==> src/sv/kefa_pkg.sv <==
// ----------------------------------------------------------------------------
// kefa_pkg
// Shared sizes, codes and types for the key event queue and press arbiter.
// ----------------------------------------------------------------------------
package kefa_pkg;

    localparam int QUEUE_DEPTH = 16;
    localparam int KEY_LIMIT   = 64;

    localparam int PTR_W = (QUEUE_DEPTH > 1) ? $clog2(QUEUE_DEPTH) : 1;
    localparam int LVL_W = $clog2(QUEUE_DEPTH + 1);

    // operation codes
    localparam logic [1:0] OP_HW_PUSH  = 2'd0;
    localparam logic [1:0] OP_INJ_PUSH = 2'd1;
    localparam logic [1:0] OP_POP      = 2'd2;

    // result status codes
    localparam logic [2:0] ST_OK      = 3'd0;
    localparam logic [2:0] ST_BAD_KEY = 3'd1;
    localparam logic [2:0] ST_FULL    = 3'd2;
    localparam logic [2:0] ST_BUSY    = 3'd3;
    localparam logic [2:0] ST_EMPTY   = 3'd4;

    // one stored event, bit 7 source, bit 6 press, bits 5..0 key
    typedef struct packed {
        logic       source;
        logic       press;
        logic [5:0] key;
    } event_t;

    typedef struct packed {
        logic   wr_en;
        logic   rd_en;
        event_t wr_data;
    } queue_cmd_t;

    typedef struct packed {
        logic             full;
        logic             empty;
        logic [LVL_W-1:0] level;
    } queue_stat_t;

endpackage

==> src/sv/key_event_fifo_with_press_arbiter.sv <==
// ----------------------------------------------------------------------------
// key_event_fifo_with_press_arbiter
// Key event queue with arbitration between hardware and injected key events.
// ----------------------------------------------------------------------------
//
// Channel  Dir  Ports                    Contents
// s_       in   s_tvalid/s_tready        requests: push (hardware/injected), pop
// m_       out  m_tvalid/m_tready        one result per request
//
// One request per cycle is sustained while the output is not stalled. A
// request is decided at the edge it is accepted; a pop reads the queue RAM
// then, and its data waits in the RAM read register while the request is in
// the pending stage. A stalled output holds the output register; the pending
// stage takes one more request, then s_tready drops.
// Reset (aresetn low, synchronous) empties the queue and clears the bitmap
// and counters; the RAM contents are left as they are.
//
module key_event_fifo_with_press_arbiter (
    input  logic         aclk,
    input  logic         aresetn,
    input  logic         s_tvalid,
    output logic         s_tready,
    input  logic [15:0]  s_tdata,  // key_code[7:0], is_press[8], zero pad
    input  logic [1:0]   s_tuser,  // operation[1:0]
    output logic         m_tvalid,
    input  logic         m_tready,
    output logic [175:0] m_tdata   // status[2:0], event_valid[3],
                                   // event_key[9:4], event_press[10],
                                   // event_source[11], held_mask[75:12],
                                   // queued_total[107:76],
                                   // dropped_total[139:108],
                                   // rejected_total[171:140], zero pad
);

    // request fields
    logic [1:0] operation;
    logic [7:0] key_code;
    logic       is_press;
    logic [5:0] key_idx;

    assign operation = s_tuser;
    assign key_code  = s_tdata[7:0];
    assign is_press  = s_tdata[8];
    assign key_idx   = key_code[5:0];

    // architectural state
    logic [63:0] held_reg, held_next;
    logic [31:0] enq_cnt_reg, enq_cnt_next;
    logic [31:0] drop_cnt_reg, drop_cnt_next;
    logic [31:0] rej_cnt_reg, rej_cnt_next;

    // pending stage, waits for RAM read data
    logic        pend_valid_reg;
    logic [2:0]  pend_status_reg;
    logic        pend_hit_reg;
    logic [63:0] pend_mask_reg;
    logic [31:0] pend_enq_reg;
    logic [31:0] pend_drop_reg;
    logic [31:0] pend_rej_reg;

    // output register
    logic         m_valid_reg;
    logic [175:0] m_data_reg;

    logic                  s_accept;
    logic                  pend_move;
    logic [2:0]            status_next;
    logic                  hit_next;
    logic                  key_ok;
    kefa_pkg::queue_cmd_t  q_cmd;
    kefa_pkg::queue_stat_t q_stat;
    kefa_pkg::event_t      q_rd_data;
    kefa_pkg::event_t      ev_out;

    assign pend_move = pend_valid_reg && (!m_valid_reg || m_tready);
    assign s_tready  = !pend_valid_reg || pend_move;
    assign s_accept  = s_tvalid && s_tready;

    assign key_ok = (key_code != 8'd0) && (key_code < 8'(kefa_pkg::KEY_LIMIT));

    // decide the request against the current state
    always_comb begin
        held_next     = held_reg;
        enq_cnt_next  = enq_cnt_reg;
        drop_cnt_next = drop_cnt_reg;
        rej_cnt_next  = rej_cnt_reg;
        status_next   = kefa_pkg::ST_OK;
        hit_next      = 1'b0;
        q_cmd.wr_en   = 1'b0;
        q_cmd.rd_en   = 1'b0;
        q_cmd.wr_data.key    = key_idx;
        q_cmd.wr_data.press  = is_press;
        q_cmd.wr_data.source = (operation == kefa_pkg::OP_INJ_PUSH);
        if (s_accept) begin
            case (operation)
                kefa_pkg::OP_HW_PUSH, kefa_pkg::OP_INJ_PUSH: begin
                    if (!key_ok) begin
                        status_next = kefa_pkg::ST_BAD_KEY;
                    end else if (operation == kefa_pkg::OP_INJ_PUSH && is_press
                                 && held_reg[key_idx]) begin
                        // hardware owns this key
                        status_next  = kefa_pkg::ST_BUSY;
                        rej_cnt_next = rej_cnt_reg + 32'd1;
                    end else begin
                        if (operation == kefa_pkg::OP_HW_PUSH) begin
                            held_next[key_idx] = is_press;
                        end
                        if (q_stat.full) begin
                            status_next   = kefa_pkg::ST_FULL;
                            drop_cnt_next = drop_cnt_reg + 32'd1;
                        end else begin
                            q_cmd.wr_en  = 1'b1;
                            enq_cnt_next = enq_cnt_reg + 32'd1;
                        end
                    end
                end
                kefa_pkg::OP_POP: begin
                    if (q_stat.empty) begin
                        status_next = kefa_pkg::ST_EMPTY;
                    end else begin
                        q_cmd.rd_en = 1'b1;
                        hit_next    = 1'b1;
                    end
                end
                default: begin
                    // unused code: no action, ok status
                end
            endcase
        end
    end

    kefa_queue u_queue (
        .aclk    (aclk),
        .aresetn (aresetn),
        .cmd     (q_cmd),
        .stat    (q_stat),
        .rd_data (q_rd_data)
    );

    always_ff @(posedge aclk) begin
        if (!aresetn) begin
            held_reg       <= '0;
            enq_cnt_reg    <= '0;
            drop_cnt_reg   <= '0;
            rej_cnt_reg    <= '0;
            pend_valid_reg <= 1'b0;
            m_valid_reg    <= 1'b0;
        end else begin
            held_reg     <= held_next;
            enq_cnt_reg  <= enq_cnt_next;
            drop_cnt_reg <= drop_cnt_next;
            rej_cnt_reg  <= rej_cnt_next;
            if (s_accept) begin
                pend_valid_reg <= 1'b1;
            end else if (pend_move) begin
                pend_valid_reg <= 1'b0;
            end
            if (pend_move) begin
                m_valid_reg <= 1'b1;
            end else if (m_tready) begin
                m_valid_reg <= 1'b0;
            end
        end
    end

    // snapshot of the state after this request
    always_ff @(posedge aclk) begin
        if (s_accept) begin
            pend_status_reg <= status_next;
            pend_hit_reg    <= hit_next;
            pend_mask_reg   <= held_next;
            pend_enq_reg    <= enq_cnt_next;
            pend_drop_reg   <= drop_cnt_next;
            pend_rej_reg    <= rej_cnt_next;
        end
    end

    // event fields read as zero when no event was popped
    assign ev_out = pend_hit_reg ? q_rd_data : '0;

    always_ff @(posedge aclk) begin
        if (pend_move) begin
            m_data_reg <= {4'd0, pend_rej_reg, pend_drop_reg, pend_enq_reg,
                           pend_mask_reg, ev_out.source, ev_out.press,
                           ev_out.key, pend_hit_reg, pend_status_reg};
        end
    end

    assign m_tvalid = m_valid_reg;
    assign m_tdata  = m_data_reg;

`ifndef SYNTH
    a_level_in_range: assert property (@(posedge aclk) disable iff (!aresetn)
        q_stat.level <= kefa_pkg::LVL_W'(kefa_pkg::QUEUE_DEPTH))
        else $error("queue level beyond depth");

    a_enq_only_on_accept: assert property (@(posedge aclk) disable iff (!aresetn)
        !s_accept |=> $stable(enq_cnt_reg))
        else $error("enqueue counter moved without a request");

    a_empty_no_event: assert property (@(posedge aclk) disable iff (!aresetn)
        (m_valid_reg && m_data_reg[2:0] == kefa_pkg::ST_EMPTY) |-> !m_data_reg[3])
        else $error("empty pop carried an event");

    a_pop_from_empty: assert property (@(posedge aclk) disable iff (!aresetn)
        q_cmd.rd_en |-> !q_stat.empty)
        else $error("queue read while empty");
`endif

endmodule

==> src/sv/kefa_queue.sv <==
// ----------------------------------------------------------------------------
// kefa_queue
// Circular event queue held in a synchronous RAM with registered read data.
// ----------------------------------------------------------------------------
module kefa_queue (
    input  logic                  aclk,
    input  logic                  aresetn,
    input  kefa_pkg::queue_cmd_t  cmd,
    output kefa_pkg::queue_stat_t stat,
    output kefa_pkg::event_t      rd_data
);

    kefa_pkg::event_t mem [kefa_pkg::QUEUE_DEPTH];

    logic [kefa_pkg::PTR_W-1:0] wr_ptr_reg, wr_ptr_next;
    logic [kefa_pkg::PTR_W-1:0] rd_ptr_reg, rd_ptr_next;
    logic [kefa_pkg::LVL_W-1:0] level_reg, level_next;
    kefa_pkg::event_t           rd_data_reg;

    localparam logic [kefa_pkg::PTR_W-1:0] LAST_SLOT =
        kefa_pkg::PTR_W'(kefa_pkg::QUEUE_DEPTH - 1);

    // caller only writes when not full and reads when not empty
    always_comb begin
        wr_ptr_next = wr_ptr_reg;
        rd_ptr_next = rd_ptr_reg;
        level_next  = level_reg;
        if (cmd.wr_en) begin
            wr_ptr_next = (wr_ptr_reg == LAST_SLOT) ? '0 : wr_ptr_reg + 1'b1;
        end
        if (cmd.rd_en) begin
            rd_ptr_next = (rd_ptr_reg == LAST_SLOT) ? '0 : rd_ptr_reg + 1'b1;
        end
        if (cmd.wr_en && !cmd.rd_en) begin
            level_next = level_reg + 1'b1;
        end else if (cmd.rd_en && !cmd.wr_en) begin
            level_next = level_reg - 1'b1;
        end
    end

    always_ff @(posedge aclk) begin
        if (!aresetn) begin
            wr_ptr_reg <= '0;
            rd_ptr_reg <= '0;
            level_reg  <= '0;
        end else begin
            wr_ptr_reg <= wr_ptr_next;
            rd_ptr_reg <= rd_ptr_next;
            level_reg  <= level_next;
        end
    end

    always_ff @(posedge aclk) begin
        if (cmd.wr_en) begin
            mem[wr_ptr_reg] <= cmd.wr_data;
        end
    end

    // read data holds until the next read
    always_ff @(posedge aclk) begin
        if (cmd.rd_en) begin
            rd_data_reg <= mem[rd_ptr_reg];
        end
    end

    assign rd_data    = rd_data_reg;
    assign stat.full  = (level_reg == kefa_pkg::LVL_W'(kefa_pkg::QUEUE_DEPTH));
    assign stat.empty = (level_reg == '0);
    assign stat.level = level_reg;

endmodule
==> config.mk <==
export PLATFORM = sky130hd
export DESIGN_NAME = key_event_fifo_with_press_arbiter
export DESIGN_NICKNAME = d
export VERILOG_FILES = /design/src/sv/kefa_pkg.sv /design/src/sv/key_event_fifo_with_press_arbiter.sv /design/src/sv/kefa_queue.sv
export SDC_FILE = /design/constraint.sdc
export NUM_CORES = 1
export LEC_CHECK = 0
export ABC_AREA = 0
export BUFFER_PORTS_ARGS = -buffer_cell sky130_fd_sc_hd__buf_2
export CAP_MARGIN = 40
export CORE_UTILIZATION = 60
export DETAILED_ROUTE_END_ITERATION = 12
export PLACE_DENSITY = 0.85
export SLEW_MARGIN = 20
export SYNTH_ARGS = -nofsm -noshare
export SYNTH_HDL_FRONTEND = slang
export SYNTH_HIERARCHICAL = 1
export SYNTH_SLANG_ARGS = --single-unit
==> constraint.sdc <==
create_clock -name aclk -period 17.61 [get_ports aclk]
set_input_delay 3.522 -clock aclk [delete_from_list [all_inputs] [get_ports aclk]]
set_output_delay 3.522 -clock aclk [all_outputs]
set_load 0.005 [all_outputs]
After elaboration in Yosys (flattened, before gate mapping)
Memories as Yosys holds them, arrays and structs flattened. A register that Yosys moved wholly into a read port is not among the register bits. Cells that the tools add are included.

Output and inout port bits: 178. Bits in writable memories: 128. Bits of input ports: 22. Register bits after elaboration: 511. Memories kept: 1.

Equality and inequality tests: 5. Reduce and logical (&&, ||, !) cells: 21. Magnitude comparators: 3. Muxes and demuxes: 46. $add $sub $neg: 7.

Memory list: u_queue.mem (words 16, width 8, read ports 1, clocked after Yosys merged registers in 1, wr ports 1, line kefa_queue.sv:13) `kefa_pkg::event_t mem [kefa_pkg::QUEUE_DEPTH];`.

Operator list (count): $mux 32 (14); $mux 64 (5); $add 32x1->32 const B (3); $bwmux 64 (1); $mux 1 (14); $mux 5 (2); $add 4x1->4 const B (2); $eq 4x4->1 const B (2); $logic_and 1x1->1 (8); $lt 8x7->1 const B (1); $mux 2 (4); $mux 4 (2); $reduce_bool 8->1 (1); $lt 6x7->1 const B (1); $bmux 1 s6 (1); $demux 1 s6 (1); $ge 6x1->1 const B (1); $pmux 3 s2 (1); $reduce_bool 2->1 (3); $add 5x1->5 const B (1); $eq 5x5->1 const B (1); $logic_not 5->1 (1); $sub 5x1->5 const B (1); $logic_not 1->1 (4); 6 further kinds (7).

Depth between registers and ports, before layout
Depth in word-level cells: 11. Depth in mapped cells: 17.

Modules after synthesis
Netlist, hierarchy kept.

Modules (own cells, without submodules): key_event_fifo_with_press_arbiter (cells each 1488, seq. area each 13332.8 µm², area an instance 19827.8 µm², instances 1); kefa_queue (cells each 312, seq. area each 4344.2 µm², area an instance 5975.7 µm², instances 1).

Worst setup path after synthesis
No wires, ideal clock.

Path kind: in2reg. Start: input port m_tready. End: register m_data_reg[0], in the netlist m_tdata[0] (enable). Setup time: 0.726 ns. Path buffers: 0. Setup slack: 5.750 ns. Stages on the path: 2. Data arrival time: 11.133 ns. Cells stage by stage: nor2b_1 > nor2b_1.

Word-level cells in the longest chain between the ends: 2.

RTL lines: start, declared (line key_event_fifo_with_press_arbiter.sv:26) `input logic m_tready,`; $logic_or 1x1->1 (line key_event_fifo_with_press_arbiter.sv:75) `assign pend_move = pend_valid_reg && (!m_valid_reg || m_tready);`; $logic_and 1x1->1 (line key_event_fifo_with_press_arbiter.sv:75); net pend_move (line key_event_fifo_with_press_arbiter.sv:66) `logic pend_move;`; end signal, assigned (line key_event_fifo_with_press_arbiter.sv:183) `m_data_reg <= {4'd0, pend_rej_reg, pend_drop_reg, pend_enq_reg,`; end, declared (line key_event_fifo_with_press_arbiter.sv:63) `logic [175:0] m_data_reg;`.

The timed path passes the listed nets, and every way through them passes these cells. A chain may end at the register's enable or synchronous reset.

Worst setup path in the final report
Start: input port m_tready. End: output port s_tready.

Word-level cells in the longest chain between the ends: 3.

RTL lines: $logic_or 1x1->1 (line key_event_fifo_with_press_arbiter.sv:75); $logic_and 1x1->1 (line key_event_fifo_with_press_arbiter.sv:75); $logic_or 1x1->1 (line key_event_fifo_with_press_arbiter.sv:76) `assign s_tready = !pend_valid_reg || pend_move;`; end, declared (line key_event_fifo_with_press_arbiter.sv:22) `output logic s_tready,`.

No other way between the ends.

==> results_tabular.tex <==
\begin{tabular}{lr}
\hline
Metric & Value \\
\hline
\multicolumn{2}{l}{\textbf{Status}} \\
Status & complete, no violations \\
\multicolumn{2}{l}{\textbf{STA}} \\
Final Hold Fails & 0 \\
Unrepaired setup endpoints after global routing & no \\
Final-report max-slew violation count & 0 \\
Min cycle time layout & 7.57 ns \\
Highest clock frequency the design can meet & 0.132 GHz \\
Period utilisation layout & 0.430 \\
Setup violators final & 0 \\
Fin Setup TNS & 0 ns \\
Transition time at the pin with the least slew margin & 1.13 ns \\
Slew Limit Headroom & 0.244 \\
Worst Skew & 0.0157 ns \\
\multicolumn{2}{l}{\textbf{Yosys}} \\
Post-synth design cell area & 0.0258 mm\^{}2 \\
Gate count after technology mapping & 1800 \\
Share of synthesized flip-flops with an asynchronous set or reset & 0 \\
Number of library cell types mapped by synthesis & 65 \\
Area leader, netlist & edfxtp\_1 \\
Synth Warn \# & 6 \\
Synth Register Bits & 647 \\
Area fraction of the dominant cell type after synthesis & 0.549 \\
Number of enable-type register cells in the synthesized netlist & 472 \\
Post-synth top flop & edfxtp\_1 \\
Commonest cells in the synthesized netlist & 472 x edfxtp\_1, 205 x nand2\_1, 175 x dfxtp\_1 \\
Syn avg cell area & 14.3 um\^{}2 \\
Most repeated cell in the gate-level netlist after synthesis & edfxtp\_1 \\
Leading cell types by total area after synthesis & edfxtp\_1 55\%, dfxtp\_1 14\%, mux2i\_1 3.6\%, nand2\_1 3.0\%, mux2\_2 2.8\% \\
Proportion of synthesized chip area in sequential cells & 0.685 \\
\multicolumn{2}{l}{\textbf{Power and ir drop}} \\
Switching power summed over all nets & 0.640 mW \\
Max IR drop VDD & 0.103 mV \\
Share of power burned in the clock network & 0.428 \\
Total chip power & 3.14 mW \\
Leakage power total & 11.0 nW \\
Power per cell area & 107 mW/mm\^{}2 \\
Part of the total power dissipated in sequential elements & 0.537 \\
Internal Dissipation & 2.50 mW \\
Combinational fraction of design power & 0.035 \\
Switching share of power & 0.204 \\
\multicolumn{2}{l}{\textbf{Detailed routing}} \\
Total wire length after detailed routing & 52.0 mm \\
DRC violation count after routing & 0 \\
Antenna Violating Nets Remaining & 0 \\
1st-pass router iterations & 5 \\
DR vias & 15200 \\
Number of design-rule violations left by the first detailed-router iteration & 1380 \\
Via/cell ratio & 5.89 \\
Routed wirelength normalized by instance count & 20.2 um \\
\multicolumn{2}{l}{\textbf{Clock network}} \\
Buffer type at the clock tree root & clkbuf\_16 \\
Clock network latency to the later pin of the worst-skew pair & 0.62 ns \\
Post-cts hold buffer count & 0 \\
Number of buffers added for setup after CTS & 0 \\
Clock sink count & 647 \\
Number of gates given a new drive strength after cts & 0 \\
Clock slew at the register clock pins of the worst setup and hold paths & 0.07 ns \\
TritonCTS clock tree & done \\
Maximum count of clock buffers along a single path & 3 \\
Total clock buffers created by CTS & 61 \\
H-Tree Depth & 2 \\
\multicolumn{2}{l}{\textbf{Critical path}} \\
Highest fanout seen on the critical path & 4 \\
Critical path capture point type & output pin \\
Start-to-end type of the worst setup path & in -> out \\
Startpoint type of the worst setup path & input port \\
Reg2reg setup slack & 14.19 ns \\
Crit path arrival time & 4.04 ns \\
Worst Path Required & 14.09 ns \\
\multicolumn{2}{l}{\textbf{Global route}} \\
Antenna violations before repair & 3 \\
Global route overflow & 0 \\
Total global routing track utilization & 0.238 \\
First-pass GRT wire length & 81.3 mm \\
Maximum number of pins on one net before global-route repair & 173 \\
Number of global-route vias before repair & 15100 \\
\multicolumn{2}{l}{\textbf{Cells and area}} \\
Register cell area after layout & 0.0177 mm\^{}2 \\
Relative area change from synthesis to final layout & 13.6\% \\
Share of post-route cells with drive strength above 1 & 0.203 \\
Number of fill cells in the layout & 2745 \\
Flip-flop count of the largest register after layout & 172 \\
Area occupied by multi-input gates & 0.00763 mm\^{}2 \\
Fin nets & 2017 \\
\multicolumn{2}{l}{\textbf{Floorplan}} \\
Starting Density & 0.611 \\
Site row count & 75 \\
Count of pins on the block boundary & 200 \\
Chip height & 209 um \\
Die Area & 0.0438 mm\^{}2 \\
Core area & 0.0422 mm\^{}2 \\
Chip Width & 209 um \\
\multicolumn{2}{l}{\textbf{Placed design}} \\
Sum of net half-perimeters after detailed placement & 32.6 mm \\
Routability Congestion & 0.869 \\
Count of buffers inserted at the top-level ports & 188 \\
\multicolumn{2}{l}{\textbf{Job}} \\
Max-cap violations & 0 \\
\multicolumn{2}{l}{\textbf{Min path}} \\
Path type of the worst min-delay path & reg -> reg \\
\hline
\end{tabular}
critical path, cell delays in order:
cell and delay (ns):
buf_2 0.10, nand3b_1 0.24, buf_2 0.18
cells by family (layout without fill, tap and decap cells):
| logic type | Yosys count | in the layout | share of synthesized area |
|---|---|---|---|
| buffers and inverters | 105 | 337 | 0.0200 |
| multiplexers | 192 | 192 | 0.0957 |
| XOR/XNOR | 63 | 63 | 0.0214 |
| adder cells (fa/ha/maj) | 13 | 13 | 0.00659 |
| flip-flops | 647 | 647 | 0.685 |
| other | 1 | 6 | 0.000145 |
| AO/OA/AOI/OAI | 123 | 123 | 0.0331 |
| AND/OR/NAND/NOR | 656 | 656 | 0.138 |
cell type report:
class	instances	share of cell area
multi-input combinational	1051	0.260
clock inverter	32	0.0109
clock buffer	84	0.0606
inverter	16	0.00222
sequential	647	0.603
timing repair buffer	205	0.0397
antenna	2	0.000171
tap	539	0.0230
placed cells by master, fill, tap and decap left out, drive strengths merged, types with 25 or more instances in the layout:
cell      n
mux2     66
o31ai    25
nand2b   56
dfxtp   175
nor2     61
and2    101
mux4     32
xnor2    33
a21oi    42
nand2   205
nor3     28
nand3    56
mux2i    94
edfxtp  472
clkbuf   84
xor2     30
buf     205
and3     26
or4      27
nand4    30
stage by stage:
step	instances	util	hold WS [ns]	instance area, um^2	setup WS (ns)
global route	2576	0.694	0.419	29300	10.02
finish	2576	0.694	0.413	29300	10.04
detailed placement	2455	0.643	0.405	27100	10.0
CTS	2571	0.692	0.416	29200	10.05
floorplan	1803	-	0.400	25800	5.75
global placement	2452	0.641	0.403	27100	10.07
final timing paths:
check,end,start,cells after the start
hold reg to reg,m_tdata[50],pend_mask_reg[38],0
hold / removal,m_tdata[50],pend_mask_reg[38],0
setup / recovery,s_tready,m_tready,3
setup reg to reg,u_queue/level_reg[4],held_reg[44],13
per-layer routing:
metal | vias up | track usage | routed length (um)
li1 | 7047 | - | -
met1 | 7477 | 0.308 | 21100
met2 | 546 | 0.400 | 26000
met3 | 109 | 0.0458 | 3300
met4 | 0 | 0.0905 | 1540
met5 | - | 0 | 0
power groups by stage:
stage	clock [mW]	combinational (mW)	sequential [mW]
6_report	1.34	0.110	1.69
5_1_grt	1.42	0.120	1.69
4_1_cts	1.37	0.110	1.69
3_5_place_dp	0	0.109	1.72
3_3_place_gp	0	0.102	1.72
2_1_floorplan	0	0.0628	1.72
Power figures use the tool's default switching activity.
